==> config.mk <==
export PLATFORM = sky130hd
export DESIGN_NAME = utf8_stream_decoder_top
export DESIGN_NICKNAME = d
export VERILOG_FILES = /design/src/hw/rtl/utf8sd_pkg.sv /design/src/hw/rtl/utf8_stream_decoder_top.sv
export SDC_FILE = /design/constraint.sdc
export NUM_CORES = 1
export LEC_CHECK = 0
export ABC_CLOCK_PERIOD_IN_PS = 2850
export BUFFER_PORTS_ARGS = -buffer_cell sky130_fd_sc_hd__buf_2
export CAP_MARGIN = 20
export CORE_ASPECT_RATIO = 1.75
export CORE_MARGIN = 2
export CORE_UTILIZATION = 50
export CTS_CLUSTER_SIZE = 25
export DETAILED_ROUTE_END_ITERATION = 16
export HOLD_SLACK_MARGIN = 0.05
export PLACE_DENSITY = 0.85
export SETUP_SLACK_MARGIN = 0.15
export SYNTH_ARGS = -nofsm -noshare
export SYNTH_HDL_FRONTEND = slang
export SYNTH_SLANG_ARGS = --single-unit
export TNS_END_PERCENT = 30
==> constraint.sdc <==
create_clock -name clk -period 2.85 [get_ports clk]
set_input_delay 0.57 -clock clk [delete_from_list [all_inputs] [get_ports clk]]
set_output_delay 0.57 -clock clk [all_outputs]
set_load 0.005 [all_outputs]
==> src/hw/rtl/utf8sd_pkg.sv <==
// shared types, constants and helpers for the utf-8 stream decoder
package utf8sd_pkg;

  localparam int unsigned CP_W    = 21;
  localparam int unsigned LEN_W   = 3;
  localparam int unsigned LEFT_W  = 2;

  // result status codes
  typedef enum logic [1:0] {
    ST_OK        = 2'd0,
    ST_ENC_ERR   = 2'd1,
    ST_TOO_FEW   = 2'd2
  } status_t;

  // sequence lengths
  localparam logic [LEN_W-1:0] LEN_NONE = 3'd0;
  localparam logic [LEN_W-1:0] LEN_ONE  = 3'd1;
  localparam logic [LEN_W-1:0] LEN_TWO  = 3'd2;
  localparam logic [LEN_W-1:0] LEN_THR  = 3'd3;
  localparam logic [LEN_W-1:0] LEN_FOUR = 3'd4;

  // shortest encoding length for a code point
  function automatic logic [LEN_W-1:0] needed_length(input logic [CP_W-1:0] cp);
    logic [LEN_W-1:0] n;
    if (cp < 21'h80) n = LEN_ONE;
    else if (cp < 21'h800) n = LEN_TWO;
    else if (cp < 21'h10000) n = LEN_THR;
    else n = LEN_FOUR;
    return n;
  endfunction

endpackage

==> src/hw/rtl/utf8_stream_decoder_top.sv <==
// utf-8 stream decoder top level: byte input register, decode logic, result register
//
// Decodes a UTF-8 byte stream at one byte per clock while no stalled result
// blocks the decode stage. Each accepted byte lands in an input register; the
// decode logic then combines it with the open-sequence state and, if the byte
// ends a sequence or hits an error, writes one result into the output register.
// Bytes that only extend a sequence produce no transaction. The output register
// lets the next byte be taken while a result waits; when that result stalls and
// another byte also needs to report, in_ready drops until out_ready frees the
// output register.
// Overlong forms, stray continuation bytes and leads 0xF8 and above are
// encoding errors; end_of_data inside an open sequence gives too-few-bytes.
module utf8_stream_decoder_top (
  input  logic                             clk,
  input  logic                             rst_n,
  input  logic                             in_valid,
  output logic                             in_ready,
  input  logic [7:0]                       in_byte_in,
  input  logic                             in_end_of_data,
  output logic                             out_valid,
  input  logic                             out_ready,
  output logic [utf8sd_pkg::CP_W-1:0]      out_code_point,
  output logic [1:0]                       out_status,
  output logic [utf8sd_pkg::LEN_W-1:0]     out_length
);

  // input register
  logic                              in_vld_r;
  logic [7:0]                        in_byte_r;
  logic                              in_eod_r;

  // open sequence state
  logic [utf8sd_pkg::LEFT_W-1:0]     left_r, left_nxt;
  logic [utf8sd_pkg::LEN_W-1:0]      seq_len_r, seq_len_nxt;
  logic [utf8sd_pkg::CP_W-1:0]       acc_r, acc_nxt;
  logic                              bad_r, bad_nxt;

  // result register
  logic                              out_vld_r;
  logic [utf8sd_pkg::CP_W-1:0]       cp_r;
  utf8sd_pkg::status_t               st_r;
  logic [utf8sd_pkg::LEN_W-1:0]      len_r;

  // decode outputs
  logic                              res_vld;
  logic [utf8sd_pkg::CP_W-1:0]       res_cp;
  utf8sd_pkg::status_t               res_st;
  logic [utf8sd_pkg::LEN_W-1:0]      res_len;
  logic                              fire;

  logic [utf8sd_pkg::CP_W-1:0]       acc_shift;
  logic [utf8sd_pkg::LEFT_W-1:0]     left_dec;

  assign acc_shift = {acc_r[utf8sd_pkg::CP_W-7:0], in_byte_r[5:0]};
  assign left_dec  = left_r - 2'd1;

  // decode one byte against the open sequence
  always_comb begin
    res_vld     = 1'b0;
    res_cp      = '0;
    res_st      = utf8sd_pkg::ST_OK;
    res_len     = utf8sd_pkg::LEN_NONE;
    left_nxt    = left_r;
    seq_len_nxt = seq_len_r;
    acc_nxt     = acc_r;
    bad_nxt     = bad_r;
    if (left_r == '0) begin
      if (in_byte_r[7] == 1'b0) begin
        res_vld = 1'b1;
        res_cp  = {13'd0, in_byte_r};
        res_len = utf8sd_pkg::LEN_ONE;
      end else if (in_byte_r[7:5] == 3'b110 || in_byte_r[7:4] == 4'b1110 ||
                   in_byte_r[7:3] == 5'b11110) begin
        if (in_eod_r) begin
          res_vld = 1'b1;
          res_st  = utf8sd_pkg::ST_TOO_FEW;
        end else begin
          bad_nxt = 1'b0;
          if (in_byte_r[7:5] == 3'b110) begin
            seq_len_nxt = utf8sd_pkg::LEN_TWO;
            left_nxt    = 2'd1;
            acc_nxt     = {16'd0, in_byte_r[4:0]};
          end else if (in_byte_r[7:4] == 4'b1110) begin
            seq_len_nxt = utf8sd_pkg::LEN_THR;
            left_nxt    = 2'd2;
            acc_nxt     = {17'd0, in_byte_r[3:0]};
          end else begin
            seq_len_nxt = utf8sd_pkg::LEN_FOUR;
            left_nxt    = 2'd3;
            acc_nxt     = {18'd0, in_byte_r[2:0]};
          end
        end
      end else begin
        res_vld = 1'b1;
        res_st  = utf8sd_pkg::ST_ENC_ERR;
      end
    end else begin
      acc_nxt  = acc_shift;
      left_nxt = left_dec;
      bad_nxt  = bad_r | (in_byte_r[7:6] != 2'b10);
      if (left_dec != '0) begin
        if (in_eod_r) begin
          res_vld = 1'b1;
          res_st  = utf8sd_pkg::ST_TOO_FEW;
        end
      end else begin
        res_vld = 1'b1;
        if (bad_nxt || utf8sd_pkg::needed_length(acc_shift) != seq_len_r) begin
          res_st = utf8sd_pkg::ST_ENC_ERR;
        end else begin
          res_cp  = acc_shift;
          res_len = seq_len_r;
        end
      end
    end
    // any result closes the sequence
    if (res_vld) begin
      left_nxt    = '0;
      seq_len_nxt = utf8sd_pkg::LEN_NONE;
      acc_nxt     = '0;
      bad_nxt     = 1'b0;
    end
  end

  // decode stage advances unless its result would overwrite a stalled one
  assign fire     = in_vld_r && (!res_vld || !out_vld_r || out_ready);
  assign in_ready = !in_vld_r || fire;

  // input register
  always_ff @(posedge clk) begin
    if (!rst_n) begin
      in_vld_r <= 1'b0;
    end else if (in_ready) begin
      in_vld_r <= in_valid;
    end
    if (in_valid && in_ready) begin
      in_byte_r <= in_byte_in;
      in_eod_r  <= in_end_of_data;
    end
  end

  // sequence state
  always_ff @(posedge clk) begin
    if (!rst_n) begin
      left_r    <= '0;
      seq_len_r <= utf8sd_pkg::LEN_NONE;
      acc_r     <= '0;
      bad_r     <= 1'b0;
    end else if (fire) begin
      left_r    <= left_nxt;
      seq_len_r <= seq_len_nxt;
      acc_r     <= acc_nxt;
      bad_r     <= bad_nxt;
    end
  end

  // result register
  always_ff @(posedge clk) begin
    if (!rst_n) begin
      out_vld_r <= 1'b0;
    end else if (fire && res_vld) begin
      out_vld_r <= 1'b1;
    end else if (out_ready) begin
      out_vld_r <= 1'b0;
    end
    if (fire && res_vld) begin
      cp_r  <= res_cp;
      st_r  <= res_st;
      len_r <= res_len;
    end
  end

  assign out_valid      = out_vld_r;
  assign out_code_point = cp_r;
  assign out_status     = st_r;
  assign out_length     = len_r;

  // an error transaction carries no code point and no length
  a_err_zero: assert property (@(posedge clk) disable iff (!rst_n)
    (out_vld_r && st_r != utf8sd_pkg::ST_OK) |-> (cp_r == '0 && len_r == utf8sd_pkg::LEN_NONE))
    else $error("error result with nonzero payload");

  // a good transaction has a real length
  a_ok_len: assert property (@(posedge clk) disable iff (!rst_n)
    (out_vld_r && st_r == utf8sd_pkg::ST_OK) |->
      (len_r != utf8sd_pkg::LEN_NONE && len_r <= utf8sd_pkg::LEN_FOUR))
    else $error("ok result with bad length");

  // an open sequence always has more bytes in total than remain
  a_seq_len: assert property (@(posedge clk) disable iff (!rst_n)
    (left_r != '0) |-> ({1'b0, left_r} < seq_len_r))
    else $error("sequence length below remaining count");

  // end of data always leaves the decoder waiting for a lead byte
  a_eod_idle: assert property (@(posedge clk) disable iff (!rst_n)
    (fire && in_eod_r) |=> (left_r == '0))
    else $error("sequence left open after end of data");

  // a stalled result is never overwritten
  a_no_drop: assert property (@(posedge clk) disable iff (!rst_n)
    (out_vld_r && !out_ready) |=> (out_vld_r && $stable(cp_r) && $stable(st_r)))
    else $error("stalled result changed");

endmodule
==> impl.org, run 1 <==
** Status
- The run finished with clean final reports.

** Power and ir drop
- Power per cell area :: 627 nW/um^2
- Sw Ratio :: 0.207
- The share of total power dissipated in the clock network is 0.432.
- Switching Power :: approximately 0.00038 W
- Static leakage power :: 1.17 nW
- Internal power comes to between 0.001 and 0.0015 W.
- VDD sags by at most around 0.57 mV.
- Of the total power, registers draw 0.513.
- Proportion of power drawn by combinational gates :: 0.056

** GRT
- Global routing finished with a remaining overflow of 0.
- Global-route wire length before repair :: 7870 um
- The initial antenna violation count was 0.
- Entering global routing, the biggest net connects 27 pins.
- The number of global-route vias before repair came to ~1,700.
- For this run, the total global-route usage over all layers was measured as 0.194.

** STA
- Final Critical Period :: 2.43 ns
- Setup Skew :: roughly 0.007 ns
- Final Worst Setup Slack :: 0.420 ns
- Setup violations remaining at the end of the flow were counted as 0.
- For the pin with the worst max-slew slack, the measured transition is 0.426 ns.
- Relative slew slack :: 0.716
- Pins over their slew limit :: 0
- Dividing the final minimum period by the clock period gives 0.853.
- Timing would allow up to slightly above 400 MHz.
- Fin. Hold Viols :: 0
- Setup repair after global routing left no endpoint under its margin.
- Post-route setup TNS :: 0 ns

** Critical path
- Largest delay share family, worst path :: compound AO/OA/AOI/OAI gates
- In this run the critical register-to-register path is launched from acc_r[10].
- Termination of the worst setup path :: out_code_point[4]
- The slowest stage of the critical path is the sky130_fd_sc_hd__or4_1 cell.
- Classification of the worst setup path :: reg -> reg
- Worst-path maximum fanout :: 24
- CP cell instances :: or4_1 > or2_0 > a221o_1 > a2111oi_4 > buf_4 > o21a_1
- CP max stage delay :: 0.55 ns
- Startpoint class of the critical path :: flip-flop
- Across all register-to-register paths, the minimum setup slack is roughly 0.42 ns.
- The critical path runs through a total of 6 cells.
- STA classifies the critical path endpoint as a flip-flop.
- The number of buffers and inverters on the critical path is 1.
- For the worst flop-to-flop path, the logic depth is 6.
- The most critical setup path has its startpoint at acc_r[10].
- STA puts the critical path data required time at 3.05 ns.
- The worst register-to-register path ends at out_code_point[4].
- Data on the critical path arrives at its endpoint at 2.63 ns.

** Place
- HPWL reported at the end of detailed placement :: 3290 um
- In this run the tool buffered the top-level ports with 40 buffer cells.
- Pre-CTS setup slack :: 0.452 ns
- Once placement finished, the instance area stood at 2710 sq um.
- Routability-driven placement finished with a final weighted congestion of 0.925.

** Floorplan
- Rows :: 33
- Pin placement for this block handled 41 I/O pins.
- Floorplan die height :: 96.6 um
- The initial utilization of the core area, before any placement, comes to 0.520.
- The core region is 4710 sq um.
- The die covers 5500 sq um.
- The die is between 50 and 60 um wide.

** Logic synthesis
- The largest total area in the synthesized netlist belongs to sky130_fd_sc_hd__edfxtp_1.
- Simple-Gate Fraction of Synth Area :: 0.177
- Of the post-synthesis cell area, the part taken by muxes is 0.0613.
- The Yosys step of the flow raised 0 warnings.
- Portion of synthesized cell area occupied by the leading cell type :: 0.429
- After synthesis, the netlist uses 45 different library cells.
- Of the synthesized area, sequential elements account for 0.617.
- The synthesized design contains 35 enable-type register cells.
- Number of standard cells after synthesis :: 201
- Proportion of synthesized flip-flops having asynchronous set or reset :: 0
- Adder-cell share of the synthesized area :: 0
- Counting every net in the synthesized netlist gives 214.
- For this run, the leading register cell type out of synthesis is sky130_fd_sc_hd__edfxtp_1.
- Cell area after synthesis :: about 2400 sq um
- The synthesized design contains 58 register bits.
- Of the total synthesized cell area, the portion taken by XOR and XNOR cells is 0.
- After synthesis, the cell types taking the most area are sky130_fd_sc_hd__edfxtp_1 43%, sky130_fd_sc_hd__dfxtp_1 19%, sky130_fd_sc_hd__mux2i_1 6.1%.
- Mean instance size in the synthesized netlist :: 12.2 sq um
- After synthesis, the largest family of logic cells by area is simple AND/OR/NAND/NOR gates.
- Compound-gate portion of the synthesized area :: 0.109

** Detailed routing
- Routed wire per std cell :: between 15 and 20 um
- For this block, the initial DRC count from the detailed router was 41.
- The final route contains 1,716 vias.
- For this block, the routed nets add up to 4710 um of wire.
- Dividing the detail-routed via count by the number of cells gives 5.61.
- The pre-antenna-repair detailed-routing pass consisted of 4 iterations.
- DRC errors left :: 0
- The count of nets left with antenna violations once routing finished came out at 0.

** Cells and area
- Layout cells sized above 1 :: 0.283
- Compared with the post-synthesis result, the final layout area differs by 19.0%.
- The net count of the finished layout is 262.
- Final design area excluding fillers :: roughly 2900 sq um
- Antenna Cells :: 0

** CTS
- Post-CTS sizing :: 0
- Clock input transition at the sequential cells of the worst setup and hold paths :: 0.06 ns
- Number of clock buffers inserted by TritonCTS :: 9
- Buffer levels on the longest clock path :: 2
- The number of hold buffers added after CTS was 0.
- The tree built by TritonCTS fans out to 58 sinks.
- The cell sitting at the root of the clock tree is a sky130_fd_sc_hd__clkbuf_8.
- The clock tree synthesis step divided the H-tree into 3 levels.
- Clock tree from TritonCTS :: done
- Worst-Skew Late Latency :: 0.34 ns
- Post CTS Setup Buffer Count :: 0

** Worst hold path
- Type of the worst min-delay path :: in -> reg

** Job
- Across the run, the number of max-cap violations was 0.
routing by layer:
layer  wire length (um)  up-vias  track usage
li1                   -      835            -
met1               1680      815        0.187
met2               2630       51        0.340
met3                204       15       0.0535
met4                197        0        0.132
met5                  0        -            0
worst min-delay path by stage:
stage / from / end / cells past startpoint
finish: in_byte_in[5] / in_byte_r[5] / 1
global route: in_end_of_data / in_eod_r / 1
CTS: in_end_of_data / in_eod_r / 1
detailed placement: acc_r[9] / acc_r[9] / 2
global placement: bad_r / bad_r / 2
floorplan: bad_r / bad_r / 2
cell usage in the layout, fill, tap and decap left out, types with 9 or more instances in the layout:
cell                        n
sky130_fd_sc_hd__buf_2     40
sky130_fd_sc_hd__nand2_1   21
sky130_fd_sc_hd__dfxtp_1   23
sky130_fd_sc_hd__and2_1    14
sky130_fd_sc_hd__clkbuf_8   9
sky130_fd_sc_hd__edfxtp_1  35
sky130_fd_sc_hd__nand3_1   14
sky130_fd_sc_hd__mux2i_1   15
sky130_fd_sc_hd__o21a_1    10
state kept, by name, summed over array words and instances, names as in the netlist:
register,flops
in_byte_r,8
out_status,2
bad_r,1
out_length,3
in_vld_r,1
in_eod_r,1
out_valid,1
left_r,2
acc_r,15
seq_len_r,3
out_code_point,21
kinds of logic after synthesis:
logic type	Yosys count
AND/OR/NAND/NOR	82
flip-flops	58
buffers and inverters	15
multiplexers	15
AO/OA/AOI/OAI	31
cells in the mapped netlist, types with 2 or more instances:
cell / number
sky130_fd_sc_hd__clkbuf_1: 6
sky130_fd_sc_hd__a32o_1: 4
sky130_fd_sc_hd__dfxtp_1: 23
sky130_fd_sc_hd__inv_1: 4
sky130_fd_sc_hd__o21ai_0: 2
sky130_fd_sc_hd__nand3_1: 14
sky130_fd_sc_hd__nand2_1: 21
sky130_fd_sc_hd__nor2_1: 9
sky130_fd_sc_hd__nor3_1: 4
sky130_fd_sc_hd__nor2b_1: 3
sky130_fd_sc_hd__mux2i_1: 15
sky130_fd_sc_hd__and2_1: 14
sky130_fd_sc_hd__or4_1: 2
sky130_fd_sc_hd__and2_2: 2
sky130_fd_sc_hd__edfxtp_1: 35
sky130_fd_sc_hd__nand4_1: 2
sky130_fd_sc_hd__buf_6: 2
sky130_fd_sc_hd__a31o_2: 2
sky130_fd_sc_hd__o21a_1: 10
sky130_fd_sc_hd__nand2b_1: 2
metrics by stage:
stage | total power, W | hold WS (ns) | std cells | util
finish | 0.00183 | 0.409 | 306 | 0.619
global route | 0.00190 | 0.394 | 306 | 0.619
CTS | 0.00185 | 0.390 | 306 | 0.619
detailed placement | 0.00106 | 0.466 | 290 | 0.575
global placement | 0.00105 | 0.452 | 290 | 0.575
floorplan | 0.00101 | 0.439 | 201 | -
area by class of cell:
cell class / instances / area [sq um]
clock buffers: 10 / 128
clock inverters: 6 / 81.3
fillers: 417 / 1790
inverters: 4 / 15.0
multi-input cells: 128 / 855
flip-flops and latches: 58 / 1510
well taps: 52 / 65.1
repair buffers: 48 / 260
power by group through the flow:
| stage | Clock, W | Combinational (W) | Sequential (W) |
|---|---|---|---|
| floorplan | 0 | 0.0000616 | 0.000951 |
| global placement | 0 | 0.0000994 | 0.000953 |
| detailed placement | 0 | 0.000102 | 0.000954 |
| CTS | 0.000810 | 0.000102 | 0.000936 |
| global route | 0.000845 | 0.000112 | 0.000939 |
| finish | 0.000789 | 0.000101 | 0.000937 |
No activity file was read; power rests on OpenSTA's default activity.
==> inputs of run 2 (changes only) <==
--- a/config.mk
+++ b/config.mk
@@ -5,12 +5,15 @@
 export SDC_FILE = /design/constraint.sdc
 export NUM_CORES = 1
 export LEC_CHECK = 0
+export ABC_AREA = 1
 export ABC_CLOCK_PERIOD_IN_PS = 2850
 export BUFFER_PORTS_ARGS = -buffer_cell sky130_fd_sc_hd__buf_2
 export CAP_MARGIN = 20
+export CELL_PAD_IN_SITES_DETAIL_PLACEMENT = 1
+export CELL_PAD_IN_SITES_GLOBAL_PLACEMENT = 2
 export CORE_ASPECT_RATIO = 1.75
 export CORE_MARGIN = 2
-export CORE_UTILIZATION = 50
+export CORE_UTILIZATION = 31
 export CTS_CLUSTER_SIZE = 25
 export DETAILED_ROUTE_END_ITERATION = 16
 export HOLD_SLACK_MARGIN = 0.05
==> impl.org, run 2 <==
** CTS
- The total of cells resized after clock tree synthesis was 0 (unchanged).
- Total number of clock tree sinks :: 58 (unchanged)
- Buffer levels on the longest clock path :: 2 (unchanged)
- Clock input transition at the sequential cells of the worst setup and hold paths :: 0.05 ns (about the same)
- Clock tree from TritonCTS :: done
- Post CTS Setup Buffer Count :: 0 (unchanged)
- Number of levels in the clock H-tree :: 3 (unchanged)
- The cell sitting at the root of the clock tree is a sky130_fd_sc_hd__clkbuf_16.
- Number of clock buffers inserted by TritonCTS :: 9 (unchanged)
- The hold buffer count at cts was 0 (unchanged).
- Worst-Skew Late Latency :: 0.33 ns (about the same)

** Logic synthesis
- The share of the yosys chip area belonging to registers is 0.598 (-0.0186).
- Ranked by total cell area, the synthesized netlist is headed by sky130_fd_sc_hd__edfxtp_1 42%, sky130_fd_sc_hd__dfxtp_1 18%, sky130_fd_sc_hd__nand2_1 5.8%.
- Portion of synthesized cell area occupied by the leading cell type :: 0.416 (-0.0130)
- Syn Nets :: 285 (+33%)
- Sorting the synthesized cells by how often they occur yields 39 x sky130_fd_sc_hd__nand2_1, 39 x sky130_fd_sc_hd__nor2_1, 35 x sky130_fd_sc_hd__edfxtp_1.
- The synthesized design spends more area on one cell type than any other, namely sky130_fd_sc_hd__edfxtp_1.
- The post-synthesis instance area came to 2530 sq um (+3.1%).
- Number of standard cells after synthesis :: 272 (+35%)
- FF+latch count, synth :: 58 (unchanged)
- The average cell area after synthesis is 9.29 sq um (-24%).
- Most used flip-flop cell after synthesis :: sky130_fd_sc_hd__edfxtp_1
- Proportion of synthesized flip-flops having asynchronous set or reset :: 0 (unchanged)
- Distinct cell type count after synthesis :: 23 (-49%)
- Post-synth EDFFs :: 35 (unchanged)
- The yosys synthesis warning count was 0 (unchanged).

** STA
- Setup repair after global routing missed its margin :: false
- The total negative setup slack was 0 ns (unchanged).
- The final hold slack was 0.417 ns (+0.00826 ns).
- The final worst slack is 0.636 ns (+0.216 ns).
- Fin. Hold Viols :: 0 (unchanged)
- The relative slew slack was 0.683 (-0.0322).
- Worst Tran Pin Value :: 0.471 ns (+0.0455 ns)
- The time the worst path needs with I/O delays and setup came to 2.21 ns (-0.216 ns).
- Setup Skew :: 0.00642 ns (-0.000693 ns)
- The part of the cycle the worst path needs was 0.777 (-0.0757).
- Pins over their slew limit :: 0 (unchanged)
- Setup violations, final :: 0 (unchanged)
- The highest clock frequency the design can meet came to 452 MHz (+9.7%).

** Critical path
- Startpoint class of the critical path :: flip-flop
- Counting stages on the worst path, the most repeated cell is sky130_fd_sc_hd__nand2_2.
- Broken down by cell family, the worst path's largest delay share belongs to simple AND/OR/NAND/NOR gates.
- For this design, the slowest cell found on the critical path is sky130_fd_sc_hd__edfxtp_1.
- Classification of the worst setup path :: reg -> out
- The startpoint identified for the worst register-to-register timing path is in_byte_r[4].
- CP max stage delay :: 0.42 ns (-0.13 ns)
- Type of destination of the critical path :: output pin
- The worst-case register-to-register setup slack came to 0.95 ns (+0.53 ns).
- The endpoint arrival time on the critical path came to 1.64 ns (-0.99 ns).
- Worst-path maximum fanout :: 7 (-71%)
- Data required, critical path :: 2.28 ns (-0.77 ns)
- Worst reg2reg path depth :: 10 (+4)
- The count of cell instances traversed by the critical path came to 8 (+2).
- Number of buffer and inverter stages on the critical path :: 3 (+2)
- Reg-to-reg critical path endpoint :: out_length[0]
- CP cell instances :: nand2_1 > clkinv_1 > nand2_2 > o21ai_2 > nand2_2 > buf_4 > nand3_1 > buf_2

** Place
- Cells after DPL :: 398 (+37%)
- Gpl congestion :: 0.815 (-12%)
- HPWL reported at the end of detailed placement :: 4530 um (+37%)
- Port bufs :: 40 (unchanged)
- The worst setup slack before clock tree synthesis was 0.517 ns (+0.0646 ns).

** Worst hold path
- The path class of the tightest hold or removal check is in -> reg.
- For hold timing, the worst endpoint is in_byte_r[7].
- Hold wc startpoint :: in_byte_in[7]
- The cell count of the worst hold path was 1 (unchanged).

** Cells and area
- The area growth from synthesis to layout is 26.5%.
- The area of combinational cells with multiple inputs is 821 sq um (-4.0%).
- The antenna diode instance count was 0 (unchanged).
- Leaving out fill and tap cells, the most frequent cells in the layout are 40 x sky130_fd_sc_hd__buf_2, 39 x sky130_fd_sc_hd__nand2_1, 39 x sky130_fd_sc_hd__nor2_1.
- The flip-flop count of the largest register, all copies and words added came to 21 (unchanged).
- Non-filler cells, final :: 415 (+36%)
- The share of post-route cells with drive strength above 1 was 0.271 (-0.0127).
- Most common cell after layout, fill and taps aside :: sky130_fd_sc_hd__buf_2
- FILL cells :: 909 (+120%)
- Area occupied by registers :: 1510 sq um (unchanged)
- Count of nets after finishing :: 333 (+27%)

** Detailed routing
- The routed via count divided by cell count came to 4.89 (-13%).
- The number of detailed-route iterations in the first pass was 4 (unchanged).
- Violation count after the first detailed-routing iteration :: 57 (+39%)
- The routed via count is 2,028 (+18%).
- DRC errors left :: 0 (unchanged)
- The routed length per instance came to 14.9 um (-3.2%).
- The count of antenna-violating nets left after detailed routing came to 0 (unchanged).
- Final routed wirelength across all metal layers :: 6180 um (+31%)

** GRT
- Total routing usage reported by global routing :: 0.155 (-0.0390)
- Largest net degree at the start of global routing :: 30 (+11%)
- The remaining global-route overflow is 0 (unchanged).
- Vias in the first global route :: 2,033 (+21%)
- The first-pass GRT wire length was 9930 um (+26%).
- Antenna violations before repair :: 0 (unchanged)

** Power and ir drop
- Power per cell area :: 766 nW/um^2 (+22%)
- The static leakage power is 1.29 nW (+10%).
- The worst IR drop on VDD came to 0.352 mV (-38%).

** Status
- Outcome :: finished, final reports clean

** Floorplan
- Floorplan die height :: 123 um (+28%)
- Core box area :: 7910 sq um (+68%)
- The effective utilization at floorplan was 0.319 (-0.201).
- Rows :: 43 (+30%)
- Horizontal die dimension :: 72.2 um (+27%)
- Ports placed on the boundary :: 41 (unchanged)
- The die area was 8920 sq um (+62%).

** Job
- Max-cap violations :: 0 (unchanged)
run 2: layout make-up:
cell class | count | area share
Sequential cell | 58 | 0.473
Multi-Input combinational cell | 168 | 0.257
Clock buffer | 11 | 0.0791
Timing Repair Buffer | 44 | 0.0783
Inverter | 39 | 0.0462
Tap cell | 90 | 0.0352
Clock inverter | 5 | 0.0313
run 2: worst max path at each step:
stage | from | end | slack (ns)
6_report | in_byte_r[7] | in_ready | 0.64
3_3_place_gp | in_byte_r[4] | out_code_point[1] | 0.59
5_1_grt | in_byte_r[7] | in_ready | 0.53
3_5_place_dp | in_byte_r[4] | out_length[1] | 0.52
2_1_floorplan | in_byte_r[4] | out_code_point[0] | 0.75
4_1_cts | in_byte_r[4] | out_code_point[3] | 0.49
run 2: cell families after synthesis:
kind of cell,after synthesis,share of synthesized area
DFF,58,0.598
and+or+nand+nor,126,0.240
AOI/OAI and AO/OA,42,0.0847
buffers and inverters,46,0.0768
run 2: worst reg2reg max path: stages (launching register included):
cell,delay (ns)
sky130_fd_sc_hd__edfxtp_1,0.45
sky130_fd_sc_hd__nand3_1,0.13
sky130_fd_sc_hd__nand2_2,0.08
sky130_fd_sc_hd__o21ai_2,0.15
sky130_fd_sc_hd__nand2_2,0.07
sky130_fd_sc_hd__nand2_2,0.07
sky130_fd_sc_hd__nand2_2,0.06
sky130_fd_sc_hd__clkinv_2,0.07
sky130_fd_sc_hd__nand2_1,0.05
sky130_fd_sc_hd__inv_1,0.23
sky130_fd_sc_hd__buf_16,0.21
run 2: metal layers:
| layer | share of wire | global-route usage |
|---|---|---|
| met4 | 0.034 | 0.0932 |
| met2 | 0.58 | 0.281 |
| met1 | 0.36 | 0.149 |
| met3 | 0.034 | 0.0473 |
| met5 | 0 | 0 |
run 2: metrics by stage:
step | power, W | utilization | instance area (sq um)
CTS | 0.00248 | 0.401 | 3170
global route | 0.00256 | 0.404 | 3200
finish | 0.00245 | 0.404 | 3200
detailed placement | 0.00119 | 0.356 | 2820
global placement | 0.00119 | 0.356 | 2820
floorplan | 0.00112 | - | 2530
run 2: power breakdown:
group / switching [W] / total, W / internal (W)
registers: 0.0000233 / 0.000962 / 0.000938
logic: 0.000147 / 0.000217 / 0.0000700
clock network: 0.000372 / 0.00127 / 0.000897
total: 0.000542 / 0.00245 / 0.00191
